--- config.mk ---
export PLATFORM = sky130hd
export DESIGN_NAME = gpbp_ctrl
export DESIGN_NICKNAME = d
export VERILOG_FILES = /design/src/hdl/global_perceptron_branch_predictor_unit_macros.svh /design/src/hdl/gpbp_pkg.sv /design/src/hdl/gpbp_ctrl.sv
export SDC_FILE = /design/constraint.sdc
export NUM_CORES = 1
export LEC_CHECK = 0
export BUFFER_PORTS_ARGS = -buffer_cell sky130_fd_sc_hd__buf_2
export CAP_MARGIN = 15
export CORE_AREA = 2 2 39 41
export DETAILED_ROUTE_END_ITERATION = 12
export DIE_AREA = 0 0 41 43
export RECOVER_POWER = 100
export SYNTH_ARGS = -nofsm -noshare
export SYNTH_HDL_FRONTEND = slang
export SYNTH_SLANG_ARGS = --single-unit
--- constraint.sdc ---
create_clock -name clk -period 2 [get_ports clk]
set_clock_uncertainty 0.2 [all_clocks]
set_input_delay 0.4 -clock clk [delete_from_list [all_inputs] [get_ports clk]]
set_output_delay 0.4 -clock clk [all_outputs]
set_load 0.01 [all_outputs]
--- src/hdl/global_perceptron_branch_predictor_unit_macros.svh ---
// assertion helpers for the perceptron predictor
`ifndef GLOBAL_PERCEPTRON_BRANCH_PREDICTOR_UNIT_MACROS_SVH
`define GLOBAL_PERCEPTRON_BRANCH_PREDICTOR_UNIT_MACROS_SVH

// same-cycle implication
`define GPBP_ASSERT_NOW(lbl, clk_s, rstn_s, a, b, msg) \
  lbl: assert property (@(posedge clk_s) disable iff (!rstn_s) (a) |-> (b)) \
    else $error(msg);

// next-cycle implication
`define GPBP_ASSERT_NEXT(lbl, clk_s, rstn_s, a, b, msg) \
  lbl: assert property (@(posedge clk_s) disable iff (!rstn_s) (a) |=> (b)) \
    else $error(msg);

`endif

--- src/hdl/gpbp_pkg.sv ---
package gpbp_pkg;

  localparam int N_ROWS_DEF      = 256;
  localparam int HIST_DEPTH_DEF  = 32;
  localparam int WEIGHT_BITS_DEF = 8;

  // weights summed per registered partial sum
  localparam int GROUP_SIZE = 8;

  localparam int ADDR_W    = 32;
  localparam int IN_DATA_W = 40;
  localparam int OUT_DATA_W = 8;

  // controller commands to the datapath
  typedef struct packed {
    logic capture;  // take the input beat and read its row
    logic psum;     // register partial sums
    logic commit;   // decide, write back on a miss, present result
    logic clr;      // write reset row at the clear address
  } ctl_t;

  // datapath status to the controller
  typedef struct packed {
    logic out_busy; // result register holds an untaken beat
  } sts_t;

endpackage

--- src/hdl/gpbp_ctrl.sv ---
module gpbp_ctrl #(
  parameter int N_ROWS   = gpbp_pkg::N_ROWS_DEF,
  parameter int ROW_BITS = 8
) (
  input  logic                clk,
  input  logic                rst_n,
  input  logic                in_valid,
  output logic                in_ready,
  input  gpbp_pkg::sts_t      sts,
  output gpbp_pkg::ctl_t      ctl,
  output logic [ROW_BITS-1:0] clr_addr
);

  typedef enum logic [1:0] {
    ST_CLEAR,
    ST_IDLE,
    ST_SUM,
    ST_DECIDE
  } state_t;

  state_t              state_r;
  logic [ROW_BITS-1:0] cnt_r;

  assign in_ready    = (state_r == ST_IDLE);
  assign clr_addr    = cnt_r;
  assign ctl.clr     = (state_r == ST_CLEAR);
  assign ctl.capture = (state_r == ST_IDLE) && in_valid;
  assign ctl.psum    = (state_r == ST_SUM);
  assign ctl.commit  = (state_r == ST_DECIDE) && !sts.out_busy;

  always_ff @(posedge clk) begin
    if (!rst_n) begin
      state_r <= ST_CLEAR;
      cnt_r   <= '0;
    end else begin
      case (state_r)
        ST_CLEAR: begin
          cnt_r <= cnt_r + 1'b1;
          if (cnt_r == ROW_BITS'(N_ROWS - 1)) begin
            state_r <= ST_IDLE;
          end
        end
        ST_IDLE: begin
          if (in_valid) begin
            state_r <= ST_SUM;
          end
        end
        ST_SUM: begin
          state_r <= ST_DECIDE;
        end
        ST_DECIDE: begin
          if (!sts.out_busy) begin
            state_r <= ST_IDLE;
          end
        end
        default: begin
          state_r <= ST_CLEAR;
        end
      endcase
    end
  end

endmodule

==> results.py <==
metrics = {
    "critical_path": {
        "path_max_fanout": 4,
        "critPathMaxStageDelay_ns": 0.36,
        "critPathSlowestCell": "dfxtp_1",
        "ff2ff_setup_slack_ns": 0.24,
        "worstPathCellList": "inv_1, ha_1, and2_1, buf_2",
        "rr_endpoint": "state_r[0]",
        "critPathRequiredTime_ns": 1.40,
        "cp-start-kind": "flip-flop",
        "cp.arrival_ns": 1.23,
        "path_class": "flip-flop to primary output",
        "crit_family": "flip-flops",
        "timing.rr.start": "state_r[0]",
        "crit_path_end_kind": "primary output",
        "cp_num_buf_inv": 2,
        "rr_worst_depth": 6,
    },
    "power": {
        "p_int_uw": 456.6,
        "power_frac_seq_pct": 38.0,
        "switchingPower_uw": 275.6,
        "swShare_pct": 37.64,
        "cellPowerDensity_nw_per_um2": 1156,
        "leakage_nw": 0.2718,
        "p_clk_share_pct": 25.4,
        "ir_worst_vdd_uv": 539.4,
        "p_comb_share_pct": 36.6,
    },
    "clock_tree": {
        "cts.path.max_buffers": 2,
        "cts.sinks": 10,
        "hold_buffers": 0,
        "cts_resized": 0,
        "cts_made_buffers": 3,
        "ctsRootBufferMaster": "clkbuf_4",
        "cts_tree": "built",
        "path_clk_slew_ns": 0.07,
        "cts_setup_buffers": 0,
        "clk_latency_ns": 0.27,
        "h-tree-depth": 1,
    },
    "hold_path": {
        "holdCritPathClass": "primary input to flip-flop",
        "min_to": "clr_addr[5]",
        "min_from": "rst_n",
        "min_path_cells": 3,
    },
    "grt": {
        "grt_usage_pct": 14.34,
        "grt_max_degree": 11,
        "antenna_found_initial": 0,
        "grt-ovfl-total": 0,
        "grt_pass1_wl_um": 1669,
        "grt_pass1_vias": 399,
    },
    "yosys": {
        "ys_top_cells_by_count": "10 x dfxtp_1, 6 x nor2_1, 5 x ha_1, 4 x a21oi_1, 4 x xor2_1",
        "synth.area.top_cells": "dfxtp_1 38%, ha_1 12%, xor2_1 6.7%",
        "synth-edff-count": 0,
        "synth_flop_cell": "dfxtp_1",
        "ys_warn_count": 0,
        "yosysMostFrequentCell": "dfxtp_1",
        "syn-num-nets": 64,
        "syn_inst": 55,
        "synth_cell_types": 23,
        "postSynthAreaPerCell_um2": 9.555,
        "synth_top_cell_by_area": "dfxtp_1",
        "ys_async_sr_fraction_pct": 0,
        "yosysTopAreaCellShare_pct": 38.10,
        "ys_seq_elements": 10,
        "yosysSeqAreaShare_pct": 38.10,
        "syn_area_um2": 525.5,
    },
    "final_layout": {
        "area.growth.synth_to_final_pct": 20.48,
        "fillCellCount": 138,
        "multi_input_area_um2": 292.8,
        "finalNetCount": 85,
        "seqCellArea_um2": 200.2,
        "drive_gt1_share_pct": 14.67,
        "design_area_um2": 633.1,
        "n_antenna_cell": 0,
    },
    "timing": {
        "hold_violations": 0,
        "rsz0062_at_grt": "false",
        "slew_headroom_pct": 79.46,
        "setup_slack_ns": 0.1683,
        "fmax_mhz": 545.9,
        "tightestPinTransition_ns": 0.3060,
        "setup_tns_ns": 0,
        "min_period_over_period_pct": 91.58,
        "drv_slew": 0,
        "setup_viol": 0,
        "post-route-min-period_ns": 1.832,
    },
    "drt": {
        "wire_per_inst_um": 11.04,
        "viasPerCell": 4.802,
        "dr.pass1.iters": 4,
        "drc": 0,
        "vias": 437,
        "drtIter0Drc": 11,
        "drt-total-wl_um": 1005,
        "ant_nets": 0,
    },
    "floorplanning": {
        "io_pins": 17,
        "core-area_um2": 1384,
        "die_w_um": 41,
        "placementRows": 14,
        "die_y_um": 43,
        "initial_core_util_pct": 37.97,
        "die_area_um2": 1763,
    },
    "place": {
        "io_buffers": 16,
        "post_dp_cell_area_um2": 625.6,
        "dpl.hpwl_um": 736.1,
        "dpl_worst_slack_ns": 0.4120,
        "gp_congestion": 0.7393,
    },
    "outcome": {
        "status": "finished clean",
    },
    "flow_run": {
        "drv_cap": 0,
    },
}
[state kept, by name (all words and copies together), names as in the netlist]
signal,cells
state_r,2
clr_addr,8
[worst max-delay path by stage]
stage | startpoint | to | depth (start not counted)
2_1_floorplan | state_r[1] | clr_addr[5] | 6
3_3_place_gp | state_r[1] | ctl[3] | 4
3_5_place_dp | state_r[0] | state_r[0] | 6
4_1_cts | state_r[1] | ctl[3] | 4
5_1_grt | state_r[1] | ctl[3] | 4
6_report | state_r[1] | ctl[3] | 4
[worst register-to-register path: stages (launching register included)]
cell      delay [ns]
dfxtp_1         0.38
inv_1           0.08
ha_1            0.23
clkbuf_1        0.18
o21ai_1         0.22
a21oi_1         0.12
a311oi_1        0.26
[cells in the final DEF (no fill, tap or decap), types with 2 or more instances in the layout]
cell type / Yosys / layout
or3_1: 2 / 2
xor2_1: 4 / 4
nand4_1: 2 / 3
nand2_1: 2 / 2
clkbuf_1: 0 / 13
nor2_1: 6 / 6
ha_1: 5 / 5
o21ai_0: 2 / 2
nand3_1: 2 / 2
inv_1: 3 / 3
dfxtp_1: 10 / 10
a21oi_1: 4 / 4
buf_2: 0 / 4
clkbuf_4: 0 / 3
[per-layer routing]
layer	vias up	wire length, um	GRT usage (%)
met5	-	0	0
met4	0	17	12.00
met3	2	44	3.141
met2	12	433	18.75
met1	191	510	19.02
li1	232	-	-
[metrics by stage]
step | std cells | hold WS, ns | total power [mW] | utilization [%]
6_report | 91 | 0.2911 | 0.7322 | 45.75
5_1_grt | 91 | 0.3137 | 0.7914 | 45.75
4_1_cts | 91 | 0.2921 | 0.7690 | 47.83
3_5_place_dp | 87 | 0.3015 | 0.5792 | 45.21
3_3_place_gp | 87 | 0.2850 | 0.5748 | 45.21
2_1_floorplan | 55 | 0.3147 | 0.4949 | -
[kinds of logic (layout without fill, tap and decap cells)]
logic type / after synthesis / in the layout / synth area share, %
adders and majority gates: 5 / 5 / 11.90
DFF: 10 / 10 / 38.09
AOI/OAI and AO/OA: 10 / 10 / 14.76
muxes: 1 / 1 / 1.905
buffers and inverters: 5 / 25 / 4.285
and+or+nand+nor: 19 / 19 / 20.72
xor gates and xnor gates: 5 / 5 / 8.333
[power by group through the flow]
stage | Clock, mW | Combinational, mW | Sequential [mW]
final | 0.186 | 0.268 | 0.278
after global placement | 0 | 0.290 | 0.285
after detailed placement | 0 | 0.292 | 0.287
after global routing | 0.201 | 0.304 | 0.286
after floorplan | 0 | 0.204 | 0.291
after CTS | 0.191 | 0.296 | 0.282
[cell type report]
| cell class | instances | area share (%) |
|---|---|---|
| clock buffer | 4 | 5.731 |
| inverter | 4 | 2.372 |
| multi-input combinational | 40 | 46.25 |
| sequential | 10 | 31.62 |
| tap | 16 | 3.162 |
| timing repair buffer | 17 | 10.87 |
No activity file was read; power rests on OpenSTA's default activity.
